File: src/rtl/prsu_pkg.sv
package prsu_pkg;

    localparam int CFG_ADDR_W = 3;
    localparam int CFG_DATA_W = 32;
    localparam int S_DATA_W   = 40;
    localparam int S_USER_W   = 3;
    localparam int M_DATA_W   = 48;

    localparam logic [2:0] KIND_TICK  = 3'd0;
    localparam logic [2:0] KIND_START = 3'd1;
    localparam logic [2:0] KIND_STOP  = 3'd2;
    localparam logic [2:0] KIND_RSTUP = 3'd3;
    localparam logic [2:0] KIND_CLEAR = 3'd4;

    localparam logic [1:0] TANK_NONE = 2'd0;
    localparam logic [1:0] TANK_EST  = 2'd1;

    localparam logic [CFG_ADDR_W-1:0] REG_MAX_UPTIME = 3'd0;
    localparam logic [CFG_ADDR_W-1:0] REG_TANK_MODE  = 3'd1;
    localparam logic [CFG_ADDR_W-1:0] REG_FLOW_RATE  = 3'd2;
    localparam logic [CFG_ADDR_W-1:0] REG_TANK_VOL   = 3'd3;
    localparam logic [CFG_ADDR_W-1:0] REG_TANK_FILL  = 3'd4;

    localparam logic [9:0]  TANK_FILL_RESET = 10'd1000;
    localparam logic [9:0]  TANK_MARGIN     = 10'd50;
    localparam logic [9:0]  TANK_FALLBACK   = 10'd40;
    localparam logic [11:0] MS_HOUR_SCALE   = 12'd3600;

    typedef struct packed {
        logic capture;
        logic pre;
        logic main;
        logic fin;
    } prsu_cmd_t;

    typedef struct packed {
        logic out_free;
    } prsu_stat_t;

endpackage

File: src/rtl/prsu_ctrl.sv
module prsu_ctrl (
    input  logic                 aclk,
    input  logic                 aresetn,
    input  logic                 s_tvalid,
    output logic                 s_tready,
    input  prsu_pkg::prsu_stat_t stat,
    output prsu_pkg::prsu_cmd_t  cmd
);
    import prsu_pkg::*;

    typedef enum logic [2:0] {
        ST_IDLE,
        ST_PRE,
        ST_MUL1,
        ST_MAIN,
        ST_MUL2,
        ST_FIN
    } state_t;

    state_t state_reg;
    state_t state_next;

    always_comb begin
        state_next  = state_reg;
        cmd         = '0;
        s_tready    = 1'b0;
        unique case (state_reg)
            ST_IDLE: begin
                s_tready    = 1'b1;
                cmd.capture = s_tvalid;
                if (s_tvalid) begin
                    state_next = ST_PRE;
                end
            end
            ST_PRE: begin
                cmd.pre    = 1'b1;
                state_next = ST_MUL1;
            end
            ST_MUL1: begin
                state_next = ST_MAIN;
            end
            ST_MAIN: begin
                cmd.main   = 1'b1;
                state_next = ST_MUL2;
            end
            ST_MUL2: begin
                state_next = ST_FIN;
            end
            ST_FIN: begin
                cmd.fin = stat.out_free;
                if (stat.out_free) begin
                    state_next = ST_IDLE;
                end
            end
            default: state_next = ST_IDLE;
        endcase
    end

    always_ff @(posedge aclk) begin
        if (!aresetn) begin
            state_reg <= ST_IDLE;
        end else begin
            state_reg <= state_next;
        end
    end

endmodule

File: src/rtl/prsu_datapath.sv
module prsu_datapath (
    input  logic                                aclk,
    input  logic                                aresetn,
    input  prsu_pkg::prsu_cmd_t                 cmd,
    output prsu_pkg::prsu_stat_t                stat,
    input  logic [prsu_pkg::S_DATA_W-1:0]       s_tdata,
    input  logic [prsu_pkg::S_USER_W-1:0]       s_tuser,
    output logic                                m_tvalid,
    input  logic                                m_tready,
    output logic [prsu_pkg::M_DATA_W-1:0]       m_tdata,
    input  logic                                cfg_wr_en,
    input  logic [prsu_pkg::CFG_ADDR_W-1:0]     cfg_addr,
    input  logic [prsu_pkg::CFG_DATA_W-1:0]     cfg_wdata
);
    import prsu_pkg::*;

    logic [31:0] max_uptime_reg, max_uptime_next;
    logic [1:0]  tank_mode_reg, tank_mode_next;
    logic [15:0] flow_rate_reg, flow_rate_next;
    logic [15:0] tank_vol_reg, tank_vol_next;
    logic [9:0]  tank_fill_reg, tank_fill_next;

    logic        pump_on_reg, pump_on_next;
    logic [31:0] run_time_reg, run_time_next;
    logic [31:0] last_stamp_reg, last_stamp_next;
    logic [31:0] limit_reg, limit_next;
    logic        fault_reg, fault_next;
    logic [3:0]  errs_reg, errs_next;
    logic        started_reg, started_next;
    logic        stopped_reg, stopped_next;
    logic        m_valid_reg, m_valid_next;

    logic [2:0]  kind_reg;
    logic [31:0] now_reg;
    logic        rst_reg, wstart_reg, wstop_reg, ipres_reg, ion_reg, lfull_reg, ack_reg;

    logic [21:0] room_part_reg;
    logic [37:0] room_reg;
    logic [47:0] used_reg;
    logic [M_DATA_W-1:0] m_data_reg, m_data_next;

    logic [9:0]  fill_excess;
    logic        ilk_ok;
    logic        tank;
    logic        tick_start;
    logic        pre_reset;
    logic        try_start;
    logic        can_start;
    logic        start_ok;
    logic        pon1;
    logic [31:0] last1;
    logic        hit;
    logic        bad;

    function automatic logic tank_check(
        input logic [1:0]  mode,
        input logic [15:0] flow,
        input logic [15:0] vol,
        input logic [9:0]  fill,
        input logic [47:0] used,
        input logic [37:0] room,
        input logic        lfull
    );
        logic res;
        case (mode)
            TANK_NONE: res = 1'b1;
            TANK_EST: begin
                if (flow == 16'd0 || vol == 16'd0) begin
                    res = fill > TANK_FALLBACK;
                end else if (fill <= TANK_MARGIN) begin
                    res = 1'b0;
                end else begin
                    res = used < {10'd0, room};
                end
            end
            default: res = lfull;
        endcase
        return res;
    endfunction

    assign fill_excess = tank_fill_reg - TANK_MARGIN;
    assign ilk_ok      = !ipres_reg || ion_reg;
    assign tank        = tank_check(tank_mode_reg, flow_rate_reg, tank_vol_reg, tank_fill_reg,
                                    used_reg, room_reg, lfull_reg);
    assign tick_start  = (kind_reg == KIND_TICK) && ilk_ok && wstart_reg && !pump_on_reg;
    assign pre_reset   = tick_start || (kind_reg == KIND_START && rst_reg)
                         || (kind_reg == KIND_RSTUP);
    assign try_start   = tick_start || (kind_reg == KIND_START);
    assign can_start   = !pump_on_reg && !fault_reg && tank && ilk_ok;
    assign start_ok    = try_start && can_start && ack_reg;
    assign pon1        = pump_on_reg || start_ok;
    assign last1       = start_ok ? now_reg : last_stamp_reg;
    assign hit         = (limit_reg != 32'd0) && (run_time_reg >= limit_reg);
    assign bad         = hit || !tank || (ipres_reg && !ion_reg);

    always_comb begin
        max_uptime_next = max_uptime_reg;
        tank_mode_next  = tank_mode_reg;
        flow_rate_next  = flow_rate_reg;
        tank_vol_next   = tank_vol_reg;
        tank_fill_next  = tank_fill_reg;
        pump_on_next    = pump_on_reg;
        run_time_next   = run_time_reg;
        last_stamp_next = last_stamp_reg;
        limit_next      = limit_reg;
        fault_next      = fault_reg;
        errs_next       = errs_reg;
        started_next    = started_reg;
        stopped_next    = stopped_reg;
        m_valid_next    = m_valid_reg && !m_tready;
        m_data_next     = m_data_reg;

        if (cmd.pre) begin
            errs_next    = 4'd0;
            started_next = 1'b0;
            stopped_next = 1'b0;
            if (pre_reset) begin
                last_stamp_next = 32'd0;
                run_time_next   = 32'd0;
                limit_next      = max_uptime_reg;
            end
        end

        if (cmd.main) begin
            if (try_start) begin
                errs_next = {can_start && !ack_reg, !ilk_ok, !tank, fault_reg};
            end
            unique case (kind_reg)
                KIND_TICK: begin
                    pump_on_next    = pon1;
                    started_next    = start_ok;
                    last_stamp_next = last1;
                    if (pon1) begin
                        run_time_next = run_time_reg + (now_reg - last1);
                        if (wstop_reg && ack_reg) begin
                            pump_on_next = 1'b0;
                            stopped_next = 1'b1;
                        end else begin
                            last_stamp_next = now_reg;
                        end
                    end
                end
                KIND_START: begin
                    pump_on_next    = pon1;
                    started_next    = start_ok;
                    last_stamp_next = last1;
                end
                KIND_STOP: begin
                    if (pump_on_reg && ack_reg) begin
                        pump_on_next  = 1'b0;
                        run_time_next = run_time_reg + (now_reg - last_stamp_reg);
                        stopped_next  = 1'b1;
                    end
                end
                KIND_CLEAR: begin
                    if (fault_reg) begin
                        limit_next = limit_reg + max_uptime_reg;
                        fault_next = 1'b0;
                    end
                end
                default: ;
            endcase
        end

        if (cmd.fin) begin
            if (kind_reg == KIND_TICK && pump_on_reg) begin
                if (hit) begin
                    fault_next = 1'b1;
                end
                if (bad && ack_reg) begin
                    pump_on_next = 1'b0;
                    stopped_next = 1'b1;
                end
            end
            m_valid_next = 1'b1;
            m_data_next  = {7'd0, stopped_next, started_next, tank, run_time_next,
                            fault_next, errs_next, pump_on_next};
        end

        if (cfg_wr_en) begin
            unique case (cfg_addr)
                REG_MAX_UPTIME: begin
                    max_uptime_next = cfg_wdata;
                    limit_next      = cfg_wdata;
                end
                REG_TANK_MODE: tank_mode_next = cfg_wdata[1:0];
                REG_FLOW_RATE: flow_rate_next = cfg_wdata[15:0];
                REG_TANK_VOL:  tank_vol_next  = cfg_wdata[15:0];
                REG_TANK_FILL: tank_fill_next = cfg_wdata[9:0];
                default: ;
            endcase
        end
    end

    always_ff @(posedge aclk) begin
        if (!aresetn) begin
            max_uptime_reg <= 32'd0;
            tank_mode_reg  <= TANK_NONE;
            flow_rate_reg  <= 16'd0;
            tank_vol_reg   <= 16'd0;
            tank_fill_reg  <= TANK_FILL_RESET;
            pump_on_reg    <= 1'b0;
            run_time_reg   <= 32'd0;
            last_stamp_reg <= 32'd0;
            limit_reg      <= 32'd0;
            fault_reg      <= 1'b0;
            errs_reg       <= 4'd0;
            started_reg    <= 1'b0;
            stopped_reg    <= 1'b0;
            m_valid_reg    <= 1'b0;
        end else begin
            max_uptime_reg <= max_uptime_next;
            tank_mode_reg  <= tank_mode_next;
            flow_rate_reg  <= flow_rate_next;
            tank_vol_reg   <= tank_vol_next;
            tank_fill_reg  <= tank_fill_next;
            pump_on_reg    <= pump_on_next;
            run_time_reg   <= run_time_next;
            last_stamp_reg <= last_stamp_next;
            limit_reg      <= limit_next;
            fault_reg      <= fault_next;
            errs_reg       <= errs_next;
            started_reg    <= started_next;
            stopped_reg    <= stopped_next;
            m_valid_reg    <= m_valid_next;
        end
    end

    always_ff @(posedge aclk) begin
        if (cmd.capture) begin
            kind_reg   <= s_tuser;
            now_reg    <= s_tdata[31:0];
            rst_reg    <= s_tdata[32];
            wstart_reg <= s_tdata[33];
            wstop_reg  <= s_tdata[34];
            ipres_reg  <= s_tdata[35];
            ion_reg    <= s_tdata[36];
            lfull_reg  <= s_tdata[37];
            ack_reg    <= s_tdata[38];
        end
        room_part_reg <= 22'({12'd0, fill_excess} * {10'd0, MS_HOUR_SCALE});
        room_reg      <= 38'({16'd0, room_part_reg} * {22'd0, tank_vol_reg});
        used_reg      <= {32'd0, flow_rate_reg} * {16'd0, run_time_reg};
        m_data_reg    <= m_data_next;
    end

    assign stat.out_free = !m_valid_reg || m_tready;
    assign m_tvalid      = m_valid_reg;
    assign m_tdata       = m_data_reg;

endmodule

File: src/rtl/pump_runtime_supervisor_unit.sv
// Run-time and safety supervisor for a dosing pump relay.
// s_ channel: one event item per handshake. s_tuser carries the event kind
//   (tick, start, stop, uptime reset, error clear); s_tdata the timestamp and
//   the sensed flags.
// m_ channel: exactly one result item per input item, in order.
// cfg_ port: write-only registers (max uptime, tank mode, flow rate, tank
//   volume, tank fill); the user must write them only while no item is in
//   flight, and the block itself does not enforce this.
// The sequencer steps through pre, mul1, main, mul2 and fin, and fin loads
//   the result once the output register is free. It works on one item at a
//   time and takes the next only after the result is loaded; mul1 and mul2
//   wait on the registered flow x run time multiply after each run-time update.
// The output register holds a finished result while m_tready is low, and the
//   sequencer waits in its final step until that register drains.
// Reset (aresetn low, synchronous): the pump is off, run time, stamp, limit
//   and the uptime fault are cleared, the registers take their reset values
//   and no result is pending.
module pump_runtime_supervisor_unit (
    input  logic                            aclk,
    input  logic                            aresetn,
    input  logic                            s_tvalid,
    output logic                            s_tready,
    // now_ms[31:0], reset_on_start, want_start, want_stop, interlock_present,
    // interlock_on, level_switch_full, relay_ack, pad
    input  logic [prsu_pkg::S_DATA_W-1:0]   s_tdata,
    // kind[2:0]
    input  logic [prsu_pkg::S_USER_W-1:0]   s_tuser,
    output logic                            m_tvalid,
    input  logic                            m_tready,
    // running, start_errors[3:0], uptime_fault, uptime_total[31:0], tank_ok,
    // started, stopped, pad
    output logic [prsu_pkg::M_DATA_W-1:0]   m_tdata,
    input  logic                            cfg_wr_en,
    input  logic [prsu_pkg::CFG_ADDR_W-1:0] cfg_addr,
    input  logic [prsu_pkg::CFG_DATA_W-1:0] cfg_wdata
);
    import prsu_pkg::*;

    prsu_cmd_t  cmd;
    prsu_stat_t stat;

    prsu_ctrl u_ctrl (
        .aclk     (aclk),
        .aresetn  (aresetn),
        .s_tvalid (s_tvalid),
        .s_tready (s_tready),
        .stat     (stat),
        .cmd      (cmd)
    );

    prsu_datapath u_dp (
        .aclk      (aclk),
        .aresetn   (aresetn),
        .cmd       (cmd),
        .stat      (stat),
        .s_tdata   (s_tdata),
        .s_tuser   (s_tuser),
        .m_tvalid  (m_tvalid),
        .m_tready  (m_tready),
        .m_tdata   (m_tdata),
        .cfg_wr_en (cfg_wr_en),
        .cfg_addr  (cfg_addr),
        .cfg_wdata (cfg_wdata)
    );

endmodule

File: config.mk
export PLATFORM = sky130hd
export DESIGN_NAME = pump_runtime_supervisor_unit
export DESIGN_NICKNAME = d
export VERILOG_FILES = /design/src/rtl/prsu_pkg.sv /design/src/rtl/prsu_ctrl.sv /design/src/rtl/prsu_datapath.sv /design/src/rtl/pump_runtime_supervisor_unit.sv
export SDC_FILE = /design/constraint.sdc
export NUM_CORES = 2
export LEC_CHECK = 0
export BUFFER_PORTS_ARGS = -buffer_cell sky130_fd_sc_hd__buf_2
export CAP_MARGIN = 20
export CORE_UTILIZATION = 25
export DETAILED_ROUTE_END_ITERATION = 8
export RECOVER_POWER = 50
export SLEW_MARGIN = 10
export SYNTH_ARGS = -nofsm -noshare
export SYNTH_HDL_FRONTEND = slang
export SYNTH_SLANG_ARGS = --single-unit
export TNS_END_PERCENT = 5
File: constraint.sdc
create_clock -name aclk -period 6.75 [get_ports aclk]
set_input_delay 1.35 -clock aclk [delete_from_list [all_inputs] [get_ports aclk]]
set_output_delay 1.35 -clock aclk [all_outputs]
set_load 0.01 [all_outputs]
Word-level counts from Yosys, hierarchy flattened
Index checks and enable logic that the tools add are counted.
{"block": "word_totals", "register_bits": 371, "out_inout_bits": 50}
{"block": "classes", "add_sub_neg": 6, "mul": 3, "magnitude_cmp": 4, "n_eq_ne": 16, "muxes": 60, "n_reduce_logical": 49}
{"cell": "32-bit 2-to-1 mux", "count": 18}
{"cell": "32-bit case mux with 2 select lines", "count": 2}
{"cell": "32-bit adder", "count": 3}
{"cell": "32-bit subtractor", "count": 2}
{"cell": "48-bit by 38-bit less-than comparator with 1-bit output", "count": 1}
{"cell": "16-bit by 32-bit multiplier with 48-bit output", "count": 1}
{"cell": "18-bit by 16-bit multiplier with 34-bit output", "count": 1}
{"cell": "32-bit greater-or-equal comparator", "count": 1}
{"cell": "16-bit zero test", "count": 2}
{"cell": "32-bit nonzero test", "count": 1}
{"cell": "1-bit 2-to-1 mux", "count": 31}
{"cell": "3-bit by 2-bit equality test with 1-bit output (second input constant)", "count": 6}
{"cell": "10-bit by 8-bit multiplier with 18-bit output (second input constant)", "count": 1}
{"cell": "3-bit case mux with 6 select lines", "count": 1}
{"cell": "1-bit logical AND", "count": 17}
{"cell": "3-bit equality test (second input constant)", "count": 4}
{"cell": "4-bit 2-to-1 mux", "count": 3}
{"cell": "2-bit AND reduction", "count": 6}
{"cell": "10-bit by 6-bit > comparator with 1-bit output (second input constant)", "count": 1}
{"cell": "10-bit by 6-bit less-or-equal comparator with 1-bit output (second input constant)", "count": 1}
{"cell": "10-bit by 6-bit subtractor with 10-bit output (second input constant)", "count": 1}
{"cell": "3-bit by 1-bit equality test with 1-bit output (second input constant)", "count": 3}
{"cell": "1-bit zero test", "count": 9}
{"cell": "3-bit zero test", "count": 3}
{"cell": "9 further kinds", "count": 19}

Depth between registers and ports, before layout
{"block": "logic_depth", "ltp_word": 15, "mapped_depth": 27, "depth_no_buf": 25}

Cells and area by module
From an unflattened synthesis, not the netlist that was laid out.
{"block": "unflattened", "cells_unflattened": 5280, "area_unflattened_um2": 46912.5}
{"mod": "prsu_datapath", "instances": 1, "cells_each": 5261, "area_per_inst_um2": 46761.1, "seq_area_each_um2": 8037.7}
{"mod": "prsu_ctrl", "instances": 1, "cells_each": 19, "area_per_inst_um2": 151.4, "seq_area_each_um2": 60.1}

Worst setup path after synthesis
Ideal clock, no wire load.
{"block": "synth_timing", "path_type": "register to register", "start": "reg u_dp.run_time_reg[7]", "end": "reg u_dp.used_reg[46]", "setup_time_ns": 0.125, "arrival_time_ns": 6.703, "required_ns": 6.625, "slack_ns": -0.078, "path_stages_with_launch": 27, "period_less_slack_ns": 6.828, "path_cell_list": "dfxtp_1 clkbuf_1 clkbuf_1 nand2_1 fa_1 inv_1 fa_1 inv_1 fa_1 fa_1 inv_1 fa_1 inv_1 fa_1 inv_1 ha_1 o211ai_1 or2_2 o31ai_2 a22o_1 nor2_1 o31a_1 o31ai_2 a211oi_1 o21ai_1 a221oi_1 xnor2_1"}
{"block": "synth_between", "elab_chain_len": 1}
{"item": "start, declared", "line_no": "prsu_datapath.sv:24", "text": "logic [31:0] run_time_reg, run_time_next;"}
{"item": "start signal, assigned", "line_no": "prsu_datapath.sv:218", "text": "run_time_reg <= run_time_next;"}
{"item": "16-bit by 32-bit multiplier with 48-bit output", "line_no": "prsu_datapath.sv:243", "text": "used_reg <= {32'd0, flow_rate_reg} * {16'd0, run_time_reg};"}
{"item": "end signal, assigned", "line_no": "prsu_datapath.sv:243"}
{"item": "end, declared", "line_no": "prsu_datapath.sv:39", "text": "logic [47:0] used_reg;"}
Every way passes these cells.
A chain may end at the register's enable or synchronous reset.

Worst setup path after layout
{"block": "layout_timing", "start": "reg u_dp.flow_rate_reg[1]", "end": "reg u_dp.used_reg[47]"}
{"block": "layout_between", "elab_chain_len": 1}
{"item": "start, declared", "line_no": "prsu_datapath.sv:19", "text": "logic [15:0] flow_rate_reg, flow_rate_next;"}
{"item": "start signal, assigned", "line_no": "prsu_datapath.sv:214", "text": "flow_rate_reg <= flow_rate_next;"}
{"item": "16-bit by 32-bit multiplier with 48-bit output", "line_no": "prsu_datapath.sv:243"}
Every way passes these cells.

==> flow_summary.json <==
{
  "htree_num_levels": 2,
  "syn2layout_area_growth_pct": 16.1,
  "cap_violations": 4,
  "syn_area_sq_um": 46700,
  "violations": "capacitance limit, slew limit",
  "p_per_area_nw_per_um2": 137,
  "synth-compound-area-share_pct": 11.6,
  "crit_top_cell": "fa_1",
  "outcome": "finished with violations",
  "yosysWarnings": 0,
  "r2r_start": "u_dp.flow_rate_reg[1]$_SDFFE_PN0P_",
  "grt_remaining_overflow": 0,
  "max_clock_freq_mhz": 151,
  "cp.arrival_ns": 7.18,
  "crit_path_end_kind": "register",
  "synth_area_leaders": "fa_1, dfxtp_1, ha_1",
  "yosys.area_share.simple_pct": 15.1,
  "synth_top_cell_by_area": "fa_1",
  "die_w_um": 434,
  "clkSinkCount": 363,
  "cts-root-buf": "clkbuf_16",
  "cts_tree": "built",
  "syn-instance-count": 5227,
  "slew_headroom_pct": -98.4,
  "yosys_most_used_dff": "dfxtp_1",
  "ys_async_sr_fraction_pct": 0,
  "rsz0062_at_grt": "yes",
  "place_inst": 7918,
  "grt_max_degree": 77,
  "path_cells": "buf_6 -> buf_4 -> nand2_1 -> fa_1 -> inv_1 -> fa_1 -> inv_1 -> fa_1 -> fa_1 -> fa_1 -> inv_1 -> fa_1 -> ha_1 -> o21ai_1 -> o21bai_1 -> or2_2 -> a2111o_1 -> a21oi_4 -> o31ai_4 -> a211oi_2 -> o21bai_2 -> a311o_1 -> a21oi_2 -> xnor2_1",
  "routedWlPerCell_um": 17.2,
  "track_usage_pct": 14.8,
  "avgSynthCellArea_sq_um": 8.94,
  "post-route-period-util_pct": 98.0,
  "num_rows": 158,
  "io_buffers": 124,
  "grt_pass1_wl_um": 219000,
  "required_ns": 7.31,
  "cts_buffers": 45,
  "crit_fanout": 6,
  "max-vdd-ir-drop_v": 0.000202,
  "r2r_slack_ns": 0.13,
  "drt_first_iter_violations": 2319,
  "post-synth-top-count-cell": "inv_1",
  "clock_latency_ns": 0.65,
  "dieArea_sq_um": 189000,
  "critPathSlowestCell": "fa_1",
  "drc": 0,
  "hold_start": "u_dp.max_uptime_reg[2]$_SDFFE_PN0P_",
  "totalWireLength_um": 138000,
  "grt_pass1_vias": 38700,
  "dp_hpwl_um": 112000,
  "finalSetupViolCount": 0,
  "muxShareOfSynthArea_pct": 1.06,
  "totalNegativeSetupSlack_ns": 0,
  "seq_area_frac_synth_pct": 17.3,
  "synth_top_family_by_area": "adder cells",
  "power.total_mw": 7.45,
  "crit_type": "reg -> reg",
  "nets": 6714,
  "finClkSkew_ns": 0.0480,
  "ant_nets": 0,
  "pre_cts_ws_ns": -0.393,
  "holdWs_ns": 0.475,
  "gp_congestion": 0.919,
  "start_kind": "register",
  "firstDrtPassIters": 6,
  "dr_total_vias": 37000,
  "synth_edf_count": 83,
  "vias_per_cell": 4.62,
  "largest_register_ffs": 44,
  "ys_types": 101,
  "total_leakage_power_nw": 23.5,
  "cts_buffer_depth": 3,
  "num_io_pins": 133,
  "finalNonFillerCells": 8017,
  "yosys.area_share.adder_pct": 42.0,
  "die_h_um": 434,
  "synthTopCellsByCount": "inv_1, nand2_1, fa_1",
  "worstMarginPinSlew_ns": 2.98,
  "hold_viol_final": 0,
  "nFillCells": 19500,
  "clk_pin_slew_ns": 0.06,
  "cpPeakStageDelay_ns": 0.55,
  "start_util_pct": 25.2,
  "finalCriticalPeriod_ns": 6.62,
  "drive_above_1_share_pct": 11.1,
  "synthXorXnorAreaFrac_pct": 3.32,
  "hp-class": "reg -> reg",
  "final_max_slew_viol_count": 208,
  "startpoint": "u_dp.flow_rate_reg[1]$_SDFFE_PN0P_",
  "ys_ff_latch": 363,
  "grt_antenna_before_repair": 9,
  "synth.top_cell.area_share_pct": 30.5,
  "core-area_sq_um": 186000,
  "fin_ws_ns": 0.133
}
==> cell usage in the layout (no fill, tap or decap), types with 24 or more instances in the layout <==
cell / synthesis / final
a22o_1: 36 / 36
fa_1: 713 / 711
nand2_1: 846 / 841
xor2_1: 49 / 49
dfxtp_2: 0 / 30
and2_1: 290 / 286
nor4_1: 25 / 24
o21ai_0: 101 / 97
nand4_1: 31 / 31
clkbuf_16: 0 / 45
nand3_1: 42 / 42
nor3_1: 33 / 30
o211ai_1: 55 / 55
o21a_1: 25 / 24
a21oi_1: 266 / 262
edfxtp_1: 83 / 83
ha_1: 429 / 426
clkbuf_1: 237 / 68
dfxtp_1: 280 / 242
buf_2: 8 / 69
inv_1: 894 / 893
buf_12: 0 / 26
xnor2_1: 123 / 123
a21o_1: 96 / 96
nor2b_1: 28 / 28
o21bai_1: 29 / 28
nand2b_1: 26 / 26
buf_4: 8 / 307
nor2_1: 139 / 137
mux2i_1: 45 / 44
==> per-layer routing <==
metal | GRT usage (%) | part of all wire, %
met1 | 18.8 | 42
met2 | 24.9 | 47
met3 | 2.41 | 6.2
met4 | 6.14 | 4.5
met5 | 0 | 0.016
==> power breakdown <==
group / switching [mW] / internal (mW)
sequential: 0.164 / 2.36
clock: 1.11 / 1.58
combinational: 1.31 / 0.925
==> path summary, 6_finish.rpt <==
path,to,cells past startpoint
setup / recovery,u_dp.used_reg[47]$_DFF_P_,24
hold / removal,u_dp.max_uptime_reg[2]$_SDFFE_PN0P_,2
setup reg to reg,u_dp.used_reg[47]$_DFF_P_,24
hold reg to reg,u_dp.max_uptime_reg[2]$_SDFFE_PN0P_,2
==> repair_timing <==
item / CTS / global route
pin swaps: 3 / 32
hold buffers: 0 / 0
resized for setup: 32 / 77
setup endpoints to repair: 12 / 33
buffers inserted: 0 / 4
==> metrics by stage <==
stage,cell area (sq um),utilization (%)
after floorplan,46800,-
after global placement,52300,28.2
after detailed placement,52300,28.2
after CTS,54100,29.1
after global routing,54300,29.2
final,54300,29.2
==> critical path, delay by kind of cell, from the launching register on <==
kind | cells | cell delay [ns]
AO/OA/AOI/OAI | 9 | 1.78
XOR/XNOR | 1 | 0.12
adder cells (fa/ha/maj) | 7 | 3.37
buffers and inverters | 5 | 0.49
flip-flops | 1 | 0.41
AND/OR/NAND/NOR | 2 | 0.41
==> area by class of cell <==
type,count,area (sq um),share of cell area (%)
Timing Repair Buffer,474,3520,6.49
Antenna cell,11,27.5,0.0507
Sequential cell,363,8170,15.0
Multi-Input combinational cell,3710,34500,63.5
Clock buffer,57,1220,2.25
Inverter,895,3360,6.19
Clock inverter,27,405,0.747
Tap cell,2480,3100,5.72
==> cells by family after synthesis <==
| group | count (synthesis) |
|---|---|
| mux | 49 |
| xor+xnor | 174 |
| other cells | 1 |
| fa+ha+maj | 1142 |
| flops | 363 |
| simple gates | 1527 |
| compound gates | 811 |
| buf+inv | 1160 |
(Power assumes the default switching activity.)
